===== src/rtl/fcd_pkg.sv =====
// types and constants shared by the cache directory files
`default_nettype none
package fcd_pkg;

  typedef enum logic [0:0] {
    CMD_LOOKUP = 1'b0,
    CMD_FILL   = 1'b1
  } cmd_e;

  typedef enum logic [2:0] {
    STATUS_HIT     = 3'd0,
    STATUS_MISS    = 3'd1,
    STATUS_STALE   = 3'd2,
    STATUS_STORED  = 3'd3,
    STATUS_EVICTED = 3'd4,
    STATUS_REJECT  = 3'd5
  } status_e;

  typedef enum logic [1:0] {
    CFG_CAPACITY   = 2'd0,
    CFG_LRU_MODE   = 2'd1,
    CFG_MAX_LENGTH = 2'd2
  } cfg_idx_e;

  typedef enum logic [2:0] {
    ST_IDLE,
    ST_SCAN,
    ST_MOVE,
    ST_CHECK,
    ST_EVICT,
    ST_INSERT,
    ST_RESP
  } state_e;

  typedef struct packed {
    logic [31:0] key;
    logic [31:0] mtime;
    logic [31:0] len;
  } entry_t;

  localparam int ENTRY_W = $bits(entry_t);
  localparam int CFG_IDX_W = 2;
  localparam int CFG_DATA_W = 32;

  localparam logic [4:0]  CAP_RESET = 5'd3;
  localparam logic        LRU_RESET = 1'b0;
  localparam logic [31:0] MAXLEN_RESET = 32'd65536;

endpackage
`default_nettype wire


===== src/rtl/fcd_ifs.sv =====
// request and response channel interfaces
`default_nettype none
interface fcd_in_if import fcd_pkg::*; ();
  logic        valid;
  logic        ready;
  logic        command;
  logic [31:0] key_id;
  logic [31:0] mod_time;
  logic [31:0] data_length;

  modport source (output valid, command, key_id, mod_time, data_length, input ready);
  modport sink   (input valid, command, key_id, mod_time, data_length, output ready);
endinterface

interface fcd_out_if import fcd_pkg::*; ();
  logic        valid;
  logic        ready;
  status_e     status;
  logic [31:0] hit_length;
  logic [31:0] evicted_key;

  modport source (output valid, status, hit_length, evicted_key, input ready);
  modport sink   (input valid, status, hit_length, evicted_key, output ready);
endinterface
`default_nettype wire


===== src/rtl/fcd_ram.sv =====
// generic single write port ram with registered read
`default_nettype none
module fcd_ram #(
  parameter int Width = 96,
  parameter int Depth = 16
) (
  input  wire logic                                          clk_i,
  input  wire logic                                          we_i,
  input  wire logic [((Depth > 1) ? $clog2(Depth) : 1)-1:0]  waddr_i,
  input  wire logic [Width-1:0]                              wdata_i,
  input  wire logic                                          re_i,
  input  wire logic [((Depth > 1) ? $clog2(Depth) : 1)-1:0]  raddr_i,
  output logic      [Width-1:0]                              rdata_o
);

  logic [Width-1:0] mem_q [Depth];
  logic [Width-1:0] rdata_q;

  always_ff @(posedge clk_i) begin
    if (we_i) begin
      mem_q[waddr_i] <= wdata_i;
    end
    if (re_i) begin
      rdata_q <= mem_q[raddr_i];
    end
  end

  assign rdata_o = rdata_q;

endmodule
`default_nettype wire


===== src/rtl/fifo_lru_cache_directory_core.sv =====
// cache directory top level: ordered entry store, scan sequencer and response register
// a lookup or fill scans every slot, one per cycle, through the entry ram read port,
//   and then loads its answer into the response register
// a rejected fill, or an eviction from an empty directory, skips the scan and goes straight to the response register
// one word at a time: no new word is accepted until the last one is in the response register
// reset: directory empty (all slots invalid, count zero), capacity 3, fifo order, max length 65536
`default_nettype none
module fifo_lru_cache_directory_core import fcd_pkg::*; #(
  parameter int MAX_ENTRIES = 16
) (
  input  wire logic                  clk_i,
  input  wire logic                  rst_ni,
  input  wire logic                  cfg_we_i,
  input  wire logic [CFG_IDX_W-1:0]  cfg_idx_i,
  input  wire logic [CFG_DATA_W-1:0] cfg_data_i,
  fcd_in_if.sink                     in_i,
  fcd_out_if.source                  out_o
);

  // slot / rank index width and count width (count can reach MAX_ENTRIES)
  localparam int SW = (MAX_ENTRIES > 1) ? $clog2(MAX_ENTRIES) : 1;
  localparam int CW = $clog2(MAX_ENTRIES + 1);
  // compare width for count against saturated capacity, covers MAX_ENTRIES up to 511
  localparam int XW = 9;

  // sequencer
  state_e state_q, state_d;

  // configuration registers
  logic [4:0]  cap_q;
  logic        lru_q;
  logic [31:0] maxlen_q;

  // per slot valid bits and order ranks (rank 0 is the front)
  logic [MAX_ENTRIES-1:0] valid_q, valid_d;
  logic [SW-1:0]          rank_q [MAX_ENTRIES];
  logic [SW-1:0]          rank_d [MAX_ENTRIES];
  logic [CW-1:0]          count_q, count_d;

  // scan pointer and compare stage behind the ram read
  logic [CW-1:0] ptr_q, ptr_d;
  logic          cmp_vld_q, cmp_vld_d;
  logic [SW-1:0] cmp_slot_q, cmp_slot_d;

  // captured request word
  cmd_e        cmd_q, cmd_d;
  logic [31:0] key_q, key_d;
  logic [31:0] time_q, time_d;
  logic [31:0] len_q, len_d;
  logic        evict_q, evict_d;

  // scan results
  logic          found_q, found_d;
  logic [SW-1:0] best_slot_q, best_slot_d;
  logic [SW-1:0] best_rank_q, best_rank_d;
  logic [31:0]   best_time_q, best_time_d;
  logic [31:0]   best_len_q, best_len_d;
  logic [SW-1:0] last_slot_q, last_slot_d;
  logic [31:0]   last_key_q, last_key_d;
  logic          free_found_q, free_found_d;
  logic [SW-1:0] free_slot_q, free_slot_d;

  // result being built, then the response register
  status_e     res_status_q, res_status_d;
  logic [31:0] res_len_q, res_len_d;
  logic [31:0] res_key_q, res_key_d;
  logic        out_vld_q, out_vld_d;
  status_e     out_status_q, out_status_d;
  logic [31:0] out_len_q, out_len_d;
  logic [31:0] out_key_q, out_key_d;

  // entry ram
  logic               ram_we, ram_re;
  logic [SW-1:0]      ram_waddr, ram_raddr;
  logic [ENTRY_W-1:0] ram_wdata, ram_rdata;
  entry_t             rd_entry, wr_entry;

  // helpers
  logic [XW-1:0] cap_sat;
  logic          evict_now;
  logic [SW-1:0] last_rank;
  logic [SW-1:0] ins_slot;
  logic          cmp_valid;
  logic [SW-1:0] cmp_rank;

  assign rd_entry  = entry_t'(ram_rdata);
  assign ram_wdata = ENTRY_W'(wr_entry);

  // capacity saturates at the slot count
  assign cap_sat   = (XW'(cap_q) > XW'(MAX_ENTRIES)) ? XW'(MAX_ENTRIES) : XW'(cap_q);
  assign evict_now = (XW'(count_q) + XW'(1)) > cap_sat;
  // ranks form 0..count-1, so the last entry holds rank count-1
  assign last_rank = SW'(count_q - CW'(1));
  assign cmp_valid = valid_q[cmp_slot_q];
  assign cmp_rank  = rank_q[cmp_slot_q];
  // reuse the lowest free slot; the evicted slot competes with it
  assign ins_slot  = (free_found_q && (!evict_q || (free_slot_q < last_slot_q))) ?
                     free_slot_q : last_slot_q;

  assign in_i.ready        = (state_q == ST_IDLE);
  assign out_o.valid       = out_vld_q;
  assign out_o.status      = out_status_q;
  assign out_o.hit_length  = out_len_q;
  assign out_o.evicted_key = out_key_q;

  fcd_ram #(
    .Width(ENTRY_W),
    .Depth(MAX_ENTRIES)
  ) u_entry_ram (
    .clk_i  (clk_i),
    .we_i   (ram_we),
    .waddr_i(ram_waddr),
    .wdata_i(ram_wdata),
    .re_i   (ram_re),
    .raddr_i(ram_raddr),
    .rdata_o(ram_rdata)
  );

  // state register
  always_ff @(posedge clk_i or negedge rst_ni) begin
    if (!rst_ni) begin
      state_q <= ST_IDLE;
    end else begin
      state_q <= state_d;
    end
  end

  // control registers and configuration
  always_ff @(posedge clk_i or negedge rst_ni) begin
    if (!rst_ni) begin
      cap_q        <= CAP_RESET;
      lru_q        <= LRU_RESET;
      maxlen_q     <= MAXLEN_RESET;
      valid_q      <= '0;
      count_q      <= '0;
      ptr_q        <= '0;
      cmp_vld_q    <= 1'b0;
      found_q      <= 1'b0;
      free_found_q <= 1'b0;
      evict_q      <= 1'b0;
      out_vld_q    <= 1'b0;
    end else begin
      if (cfg_we_i) begin
        case (cfg_idx_e'(cfg_idx_i))
          CFG_CAPACITY:   cap_q    <= cfg_data_i[4:0];
          CFG_LRU_MODE:   lru_q    <= cfg_data_i[0];
          CFG_MAX_LENGTH: maxlen_q <= cfg_data_i[31:0];
          default: ;
        endcase
      end
      valid_q      <= valid_d;
      count_q      <= count_d;
      ptr_q        <= ptr_d;
      cmp_vld_q    <= cmp_vld_d;
      found_q      <= found_d;
      free_found_q <= free_found_d;
      evict_q      <= evict_d;
      out_vld_q    <= out_vld_d;
    end
  end

  // payload registers
  always_ff @(posedge clk_i) begin
    rank_q       <= rank_d;
    cmp_slot_q   <= cmp_slot_d;
    cmd_q        <= cmd_d;
    key_q        <= key_d;
    time_q       <= time_d;
    len_q        <= len_d;
    best_slot_q  <= best_slot_d;
    best_rank_q  <= best_rank_d;
    best_time_q  <= best_time_d;
    best_len_q   <= best_len_d;
    last_slot_q  <= last_slot_d;
    last_key_q   <= last_key_d;
    free_slot_q  <= free_slot_d;
    res_status_q <= res_status_d;
    res_len_q    <= res_len_d;
    res_key_q    <= res_key_d;
    out_status_q <= out_status_d;
    out_len_q    <= out_len_d;
    out_key_q    <= out_key_d;
  end

  // next state and datapath control
  always_comb begin
    state_d      = state_q;
    valid_d      = valid_q;
    rank_d       = rank_q;
    count_d      = count_q;
    ptr_d        = ptr_q;
    cmp_vld_d    = cmp_vld_q;
    cmp_slot_d   = cmp_slot_q;
    cmd_d        = cmd_q;
    key_d        = key_q;
    time_d       = time_q;
    len_d        = len_q;
    evict_d      = evict_q;
    found_d      = found_q;
    best_slot_d  = best_slot_q;
    best_rank_d  = best_rank_q;
    best_time_d  = best_time_q;
    best_len_d   = best_len_q;
    last_slot_d  = last_slot_q;
    last_key_d   = last_key_q;
    free_found_d = free_found_q;
    free_slot_d  = free_slot_q;
    res_status_d = res_status_q;
    res_len_d    = res_len_q;
    res_key_d    = res_key_q;
    out_status_d = out_status_q;
    out_len_d    = out_len_q;
    out_key_d    = out_key_q;
    // response drops once taken
    out_vld_d    = out_vld_q && !out_o.ready;

    ram_we         = 1'b0;
    ram_re         = 1'b0;
    ram_raddr      = ptr_q[SW-1:0];
    ram_waddr      = ins_slot;
    wr_entry.key   = key_q;
    wr_entry.mtime = time_q;
    wr_entry.len   = len_q;

    case (state_q)
      ST_IDLE: begin
        if (in_i.valid) begin
          cmd_d        = cmd_e'(in_i.command);
          key_d        = in_i.key_id;
          time_d       = in_i.mod_time;
          len_d        = in_i.data_length;
          res_len_d    = '0;
          res_key_d    = '0;
          found_d      = 1'b0;
          free_found_d = 1'b0;
          evict_d      = 1'b0;
          ptr_d        = '0;
          cmp_vld_d    = 1'b0;
          state_d      = ST_SCAN;
          if (cmd_e'(in_i.command) == CMD_FILL) begin
            if (in_i.data_length > maxlen_q) begin
              res_status_d = STATUS_REJECT;
              state_d      = ST_RESP;
            end else if (evict_now && (count_q == '0)) begin
              // nothing to keep: the new entry is itself evicted
              res_status_d = STATUS_EVICTED;
              res_key_d    = in_i.key_id;
              state_d      = ST_RESP;
            end else begin
              evict_d = evict_now;
            end
          end
        end
      end

      ST_SCAN: begin
        // issue one read per cycle
        if (ptr_q < CW'(MAX_ENTRIES)) begin
          ram_re     = 1'b1;
          ptr_d      = ptr_q + CW'(1);
          cmp_vld_d  = 1'b1;
          cmp_slot_d = ptr_q[SW-1:0];
        end else begin
          cmp_vld_d = 1'b0;
        end
        // compare the slot read last cycle
        if (cmp_vld_q) begin
          if (cmd_q == CMD_LOOKUP) begin
            // copy nearest the front wins
            if (cmp_valid && (rd_entry.key == key_q) &&
                (!found_q || (cmp_rank < best_rank_q))) begin
              found_d     = 1'b1;
              best_slot_d = cmp_slot_q;
              best_rank_d = cmp_rank;
              best_time_d = rd_entry.mtime;
              best_len_d  = rd_entry.len;
            end
          end else begin
            if (cmp_valid && (cmp_rank == last_rank)) begin
              last_slot_d = cmp_slot_q;
              last_key_d  = rd_entry.key;
            end
            if (!cmp_valid && !free_found_q) begin
              free_found_d = 1'b1;
              free_slot_d  = cmp_slot_q;
            end
          end
        end
        if ((ptr_q == CW'(MAX_ENTRIES)) && !cmp_vld_q) begin
          if (cmd_q == CMD_LOOKUP) begin
            if (!found_q) begin
              res_status_d = STATUS_MISS;
              state_d      = ST_RESP;
            end else if (lru_q) begin
              state_d = ST_MOVE;
            end else begin
              state_d = ST_CHECK;
            end
          end else if (evict_q) begin
            state_d = ST_EVICT;
          end else begin
            state_d = ST_INSERT;
          end
        end
      end

      ST_MOVE: begin
        // entries ahead of the hit slide back one place
        for (int t = 0; t < MAX_ENTRIES; t++) begin
          if (valid_q[t] && (rank_q[t] < best_rank_q)) begin
            rank_d[t] = rank_q[t] + SW'(1);
          end
        end
        rank_d[best_slot_q] = '0;
        best_rank_d         = '0;
        state_d             = ST_CHECK;
      end

      ST_CHECK: begin
        if (best_time_q < time_q) begin
          // stale: drop it and close the gap in the order
          valid_d[best_slot_q] = 1'b0;
          for (int t = 0; t < MAX_ENTRIES; t++) begin
            if (valid_q[t] && (rank_q[t] > best_rank_q)) begin
              rank_d[t] = rank_q[t] - SW'(1);
            end
          end
          count_d      = count_q - CW'(1);
          res_status_d = STATUS_STALE;
        end else begin
          res_status_d = STATUS_HIT;
          res_len_d    = best_len_q;
        end
        state_d = ST_RESP;
      end

      ST_EVICT: begin
        // the last entry has the highest rank, so no rank moves
        valid_d[last_slot_q] = 1'b0;
        count_d              = count_q - CW'(1);
        res_key_d            = last_key_q;
        state_d              = ST_INSERT;
      end

      ST_INSERT: begin
        for (int t = 0; t < MAX_ENTRIES; t++) begin
          if (valid_q[t]) begin
            rank_d[t] = rank_q[t] + SW'(1);
          end
        end
        valid_d[ins_slot] = 1'b1;
        rank_d[ins_slot]  = '0;
        ram_we            = 1'b1;
        count_d           = count_q + CW'(1);
        res_status_d      = evict_q ? STATUS_EVICTED : STATUS_STORED;
        state_d           = ST_RESP;
      end

      ST_RESP: begin
        if (!out_vld_q || out_o.ready) begin
          out_vld_d    = 1'b1;
          out_status_d = res_status_q;
          out_len_d    = res_len_q;
          out_key_d    = res_key_q;
          state_d      = ST_IDLE;
        end
      end

      default: begin
        state_d = ST_IDLE;
      end
    endcase
  end

endmodule
`default_nettype wire

===== src/flat_wrapper.sv =====
// flat-port wrapper written by rule: the top's interface ports become plain ports
module fifo_lru_cache_directory_core_flat import fcd_pkg::*;
#(
  parameter int MAX_ENTRIES = 16
)
  (clk_i, rst_ni, cfg_we_i, cfg_idx_i, cfg_data_i, in_i_valid, in_i_command, in_i_key_id, in_i_mod_time, in_i_data_length, in_i_ready, out_o_valid, out_o_status, out_o_hit_length, out_o_evicted_key, out_o_ready);
  fcd_in_if in_i_i ();
  fcd_out_if out_o_i ();
  input  wire logic clk_i;
  input  wire logic rst_ni;
  input  wire logic cfg_we_i;
  input  wire logic [CFG_IDX_W-1:0] cfg_idx_i;
  input  wire logic [CFG_DATA_W-1:0] cfg_data_i;
  input wire logic [$bits(in_i_i.valid)-1:0] in_i_valid;
  input wire logic [$bits(in_i_i.command)-1:0] in_i_command;
  input wire logic [$bits(in_i_i.key_id)-1:0] in_i_key_id;
  input wire logic [$bits(in_i_i.mod_time)-1:0] in_i_mod_time;
  input wire logic [$bits(in_i_i.data_length)-1:0] in_i_data_length;
  output wire logic [$bits(in_i_i.ready)-1:0] in_i_ready;
  output wire logic [$bits(out_o_i.valid)-1:0] out_o_valid;
  output wire logic [$bits(out_o_i.status)-1:0] out_o_status;
  output wire logic [$bits(out_o_i.hit_length)-1:0] out_o_hit_length;
  output wire logic [$bits(out_o_i.evicted_key)-1:0] out_o_evicted_key;
  input wire logic [$bits(out_o_i.ready)-1:0] out_o_ready;
  assign in_i_i.valid = in_i_valid;
  assign in_i_i.command = in_i_command;
  assign in_i_i.key_id = in_i_key_id;
  assign in_i_i.mod_time = in_i_mod_time;
  assign in_i_i.data_length = in_i_data_length;
  assign in_i_ready = in_i_i.ready;
  assign out_o_valid = out_o_i.valid;
  assign out_o_status = out_o_i.status;
  assign out_o_hit_length = out_o_i.hit_length;
  assign out_o_evicted_key = out_o_i.evicted_key;
  assign out_o_i.ready = out_o_ready;
  fifo_lru_cache_directory_core #(.MAX_ENTRIES(MAX_ENTRIES)) u_core (.clk_i(clk_i), .rst_ni(rst_ni), .cfg_we_i(cfg_we_i), .cfg_idx_i(cfg_idx_i), .cfg_data_i(cfg_data_i), .in_i(in_i_i), .out_o(out_o_i));
endmodule

===== config.mk =====
export PLATFORM = sky130hd
export DESIGN_NAME = fifo_lru_cache_directory_core_flat
export DESIGN_NICKNAME = d
export VERILOG_FILES = /design/src/rtl/fcd_pkg.sv /design/src/rtl/fcd_ifs.sv /design/src/rtl/fcd_ram.sv /design/src/rtl/fifo_lru_cache_directory_core.sv /design/src/flat_wrapper.sv
export SDC_FILE = /design/constraint.sdc
export NUM_CORES = 2
export LEC_CHECK = 0
export ABC_AREA = 0
export BUFFER_PORTS_ARGS = -buffer_cell sky130_fd_sc_hd__buf_2
export CORE_MARGIN = 2
export CORE_UTILIZATION = 50
export DETAILED_ROUTE_END_ITERATION = 7
export PLACE_DENSITY = 0.7
export SYNTH_ARGS = -nofsm -noshare
export SYNTH_HDL_FRONTEND = slang
export SYNTH_SLANG_ARGS = --single-unit

===== constraint.sdc =====
create_clock -name clk_i -period 7.4 [get_ports clk_i]
set_input_delay 0.37 -clock clk_i [delete_from_list [all_inputs] [get_ports clk_i]]
set_output_delay 0.37 -clock clk_i [all_outputs]
set_load 0.01 [all_outputs]

==> flow_summary.yaml <==
route:
  vias: 43510
  drt_wl_total_um: 197500
  post_drt_wl_per_cell_um: 27.86
  antenna_left: 0
  drc: 0
  initialDrtViolationCount: 5191
  vias_per_cell: 6.137
  firstDrtPassIters: 8
logic_synthesis:
  synth_fa_ha_area_share_pct: 2.563
  synthMuxAreaShare_pct: 14.27
  synth_edf_count: 2043
  ys_async_sr_fraction_pct: 3.404
  synthSimpleGateAreaFrac_pct: 3.090
  synth_fp_nets: 4575
  ys_warn_count: 0
  yosys-top-cells-count: "2043 x edfxtp_1, 500 x mux4_2, 174 x ha_1"
  syn_inst: 4265
  ys_ff_latch: 2115
  syn_avg_cell_area_sq_um: 19.92
  ys_seq_area_share_pct: 74.34
  yosysTopAreaCellShare_pct: 72.21
  yosysUniqueCellTypes: 64
  syn_area_sq_mm: 0.08496
  synth.largest_area_cell: "edfxtp_1"
  ys_top_cells_by_area: "edfxtp_1 72%, mux4_2 13%, ha_1 2.6%"
  synth_compound_area_share_pct: 3.355
  synth_top_family_by_area: "multiplexers"
  synth-xor-area-share_pct: 0.8247
  yosysMostFrequentCell: "edfxtp_1"
  ys.flop_type: "edfxtp_1"
worst_setup_path:
  reg2reg_to: "u_core.best_time_q[13]"
  cp-startpoint: "u_core.cmp_slot_q[1]"
  cp_max_fo: 36
  timing.critical_path.to_type: "flop"
  critPathRequiredTime_ps: 7870
  r2r_setup_slack_ps: 2480
  cp.arrival_ps: 5390
  crit_type: "flop to flop"
  cp-start-kind: "flop"
  reg2reg_depth: 10
  r2r-start: "u_core.cmp_slot_q[1]"
global_route:
  grt_pass1_wl_um: 291200
  antenna_found_initial: 4
  grt_max_degree: 142
  grt_pass1_vias: 43810
  overflow: 0
  grt_usage_pct: 22.85
die:
  dieArea_sq_mm: 0.1732
  core_area_sq_mm: 0.1691
  floorplan.initialDensity_pct: 50.24
  die_w_um: 416.2
  pin_count: 205
  fp-row-count: 151
  die_h_um: 416.2
final_layout:
  fillers: 12170
  fin_area_sq_mm: 0.09700
  multiInputGateArea_sq_mm: 0.02058
  syn_to_final_growth_pct: 14.17
  drive_above_1_share_pct: 24.13
  finish.net_count: 4999
  seqCellArea_sq_mm: 0.06317
clocking:
  postCtsSetupBuffers: 0
  cts_sinks: 2115
  cts_tree: "done"
  cts_buffers: 205
  clk_latency_ps: 850
  cts_buffer_depth: 3
  cts_resized: 0
  clk_pin_slew_ps: 60
  htreeDepth: 4
  root_buffer: "clkbuf_16"
pwr:
  p_leak_nw: 31.32
  power_frac_comb_pct: 1.3
  p_per_area_mw_per_mm2: 247.1
  fin_total_pwr_mw: 23.96
  peakVddDrop_uv: 272.2
  p_clk_share_pct: 44.4
  swShare_pct: 19.71
  sequentialPowerShare_pct: 54.3
  p_switching_mw: 4.723
  power.internal_mw: 19.24
sta:
  post-route-period-util_pct: 66.43
  max_freq_mhz: 203.4
  finalSetupViolCount: 0
  slew_headroom_pct: 18.15
  fin_worst_skew_ps: 52.03
  tns_ps: 0
  period_needed_ps: 4916
  rsz0062_at_grt: "no"
  tightest_slew_ps: 1218
  slew_violations: 0
  hold_violations: 0
placed_design:
  place_area_sq_mm: 0.08873
  port_buffers: 204
  place_congestion: 0.9355
  hpwl_um: 107200
outcome:
  status: "complete, no violations"
job:
  drv_cap: 0
worst_hold_path:
  hold_path_class: "primary input to asynchronous set/reset pin"
## layout make-up
cell class              count  share of cell area, %
clock inverters           153                  1.713
flip-flops and latches   2115                  65.13
clock buffers             235                  5.436
inverters                 146                 0.5908
diodes                      2               0.005160
repair buffers            397                  3.047
multi-input cells        1824                  21.22
well taps                2218                  2.861
## placed cells by master, fill, tap and decap left out, types with 10 or more instances in the layout
master         synthesis  routed
a211oi_1              12      12
a21oi_1              124     124
a22o_1                35      35
a31oi_1               26      26
a32oi_1               10      10
and3_1                43      43
buf_12                 0      12
buf_2                 44     203
buf_4                  2      49
bufinv_16              0      27
clkbuf_1             117      27
clkbuf_16              0     205
clkinv_1               1      43
clkinv_2               0      43
clkinvlp_4             0      13
dfrtp_1               69      65
dlygate4sd3_1          0     133
edfxtp_1            2043    2043
ha_1                 174     174
inv_1                145     141
inv_6                  0      14
mux2_2                45      45
mux2i_1               36      36
mux4_2               500     500
nand2_1              143     141
nand2b_1              19      19
nand3_1               51      51
nand4_1               38      38
nor2_1               114     109
nor2b_1               23      21
nor3_1                45      45
nor4_1                12      11
o21ai_0              132     131
o21ai_1               11      11
o221ai_1              19      19
o22ai_1               17      17
o32ai_1               14      14
xnor2_1               55      55
xor2_1                25      25
## through the flow
stage / hold slack (ps) / std cells / utilization [%] / worst slack [ps]
after floorplan: 74.41 / 4265 / - / 943.0
after global placement: 403.2 / 6567 / 52.47 / 2615
after detailed placement: 404.5 / 6567 / 52.47 / 2570
after CTS: 47.15 / 7088 / 57.36 / 2538
after global routing: 105.9 / 7089 / 57.36 / 2270
final: 92.02 / 7090 / 57.36 / 2484
## power groups by stage
| stage | sequential [mW] | combinational, mW | clock, mW |
|---|---|---|---|
| floorplan | 13.2 | 0.147 | 0 |
| global placement | 13.3 | 0.246 | 0 |
| detailed placement | 13.3 | 0.252 | 0 |
| CTS | 13.0 | 0.311 | 10.8 |
| global route | 13.0 | 0.347 | 11.3 |
| finish | 13.0 | 0.314 | 10.6 |
## timing repair
action | 4_1_cts | 5_1_grt
hold buffers | 133 | 0
endpoints found under the setup margin | 0 | 0
endpoints found under the hold margin | 208 | 0
## worst max-delay path by stage
| stage | to |
|---|---|
| finish | u_core.best_time_q[13] |
| global route | u_core.best_time_q[13] |
| CTS | u_core.best_time_q[13] |
| detailed placement | u_core.best_time_q[17] |
| global placement | u_core.best_time_q[20] |
| floorplan | u_core.u_entry_ram.mem_q[6][0] |
## sequential cells by signal (all words and copies together), names as in the netlist, 4 cells and up
signal,cells
u_core.u_entry_ram.mem_q,1536
u_core.u_entry_ram.rdata_o,96
u_core.rank_q,64
u_core.best_len_q,32
u_core.best_time_q,32
u_core.key_q,32
u_core.last_key_q,32
u_core.len_q,32
u_core.maxlen_q,32
u_core.out_o.evicted_key,32
u_core.out_o.hit_length,32
u_core.res_key_q,32
u_core.res_len_q,32
u_core.time_q,32
u_core.valid_q,16
u_core.cap_q,5
u_core.count_q,5
u_core.ptr_q,5
u_core.best_rank_q,4
u_core.best_slot_q,4
u_core.cmp_slot_q,4
u_core.free_slot_q,4
u_core.last_slot_q,4
## kinds of logic after synthesis
group,count (synthesis)
flops,2115
mux,581
simple gates,533
compound gates,456
buf+inv,326
fa+ha+maj,174
xor+xnor,80
## routing by layer
metal  track usage, %  share of wire, %  vias to the layer above
li1                 -                 -                    18380
met1            31.91                41                    22900
met2            37.59                50                     1930
met3            3.472               6.8                      311
met4            6.810               2.6                        0
met5                0                 0                        -
## worst max-delay path, stage by stage (launching register included)
cell and delay (ps):
edfxtp_1 1110, mux4_2 600, nor2b_1 150, a211oi_1 410, a21oi_1 180, ha_1 380
a21oi_1 140, nor2b_1 60, o31ai_1 260, and2_4 600, buf_4 600
Power figures use the tool's default switching activity.
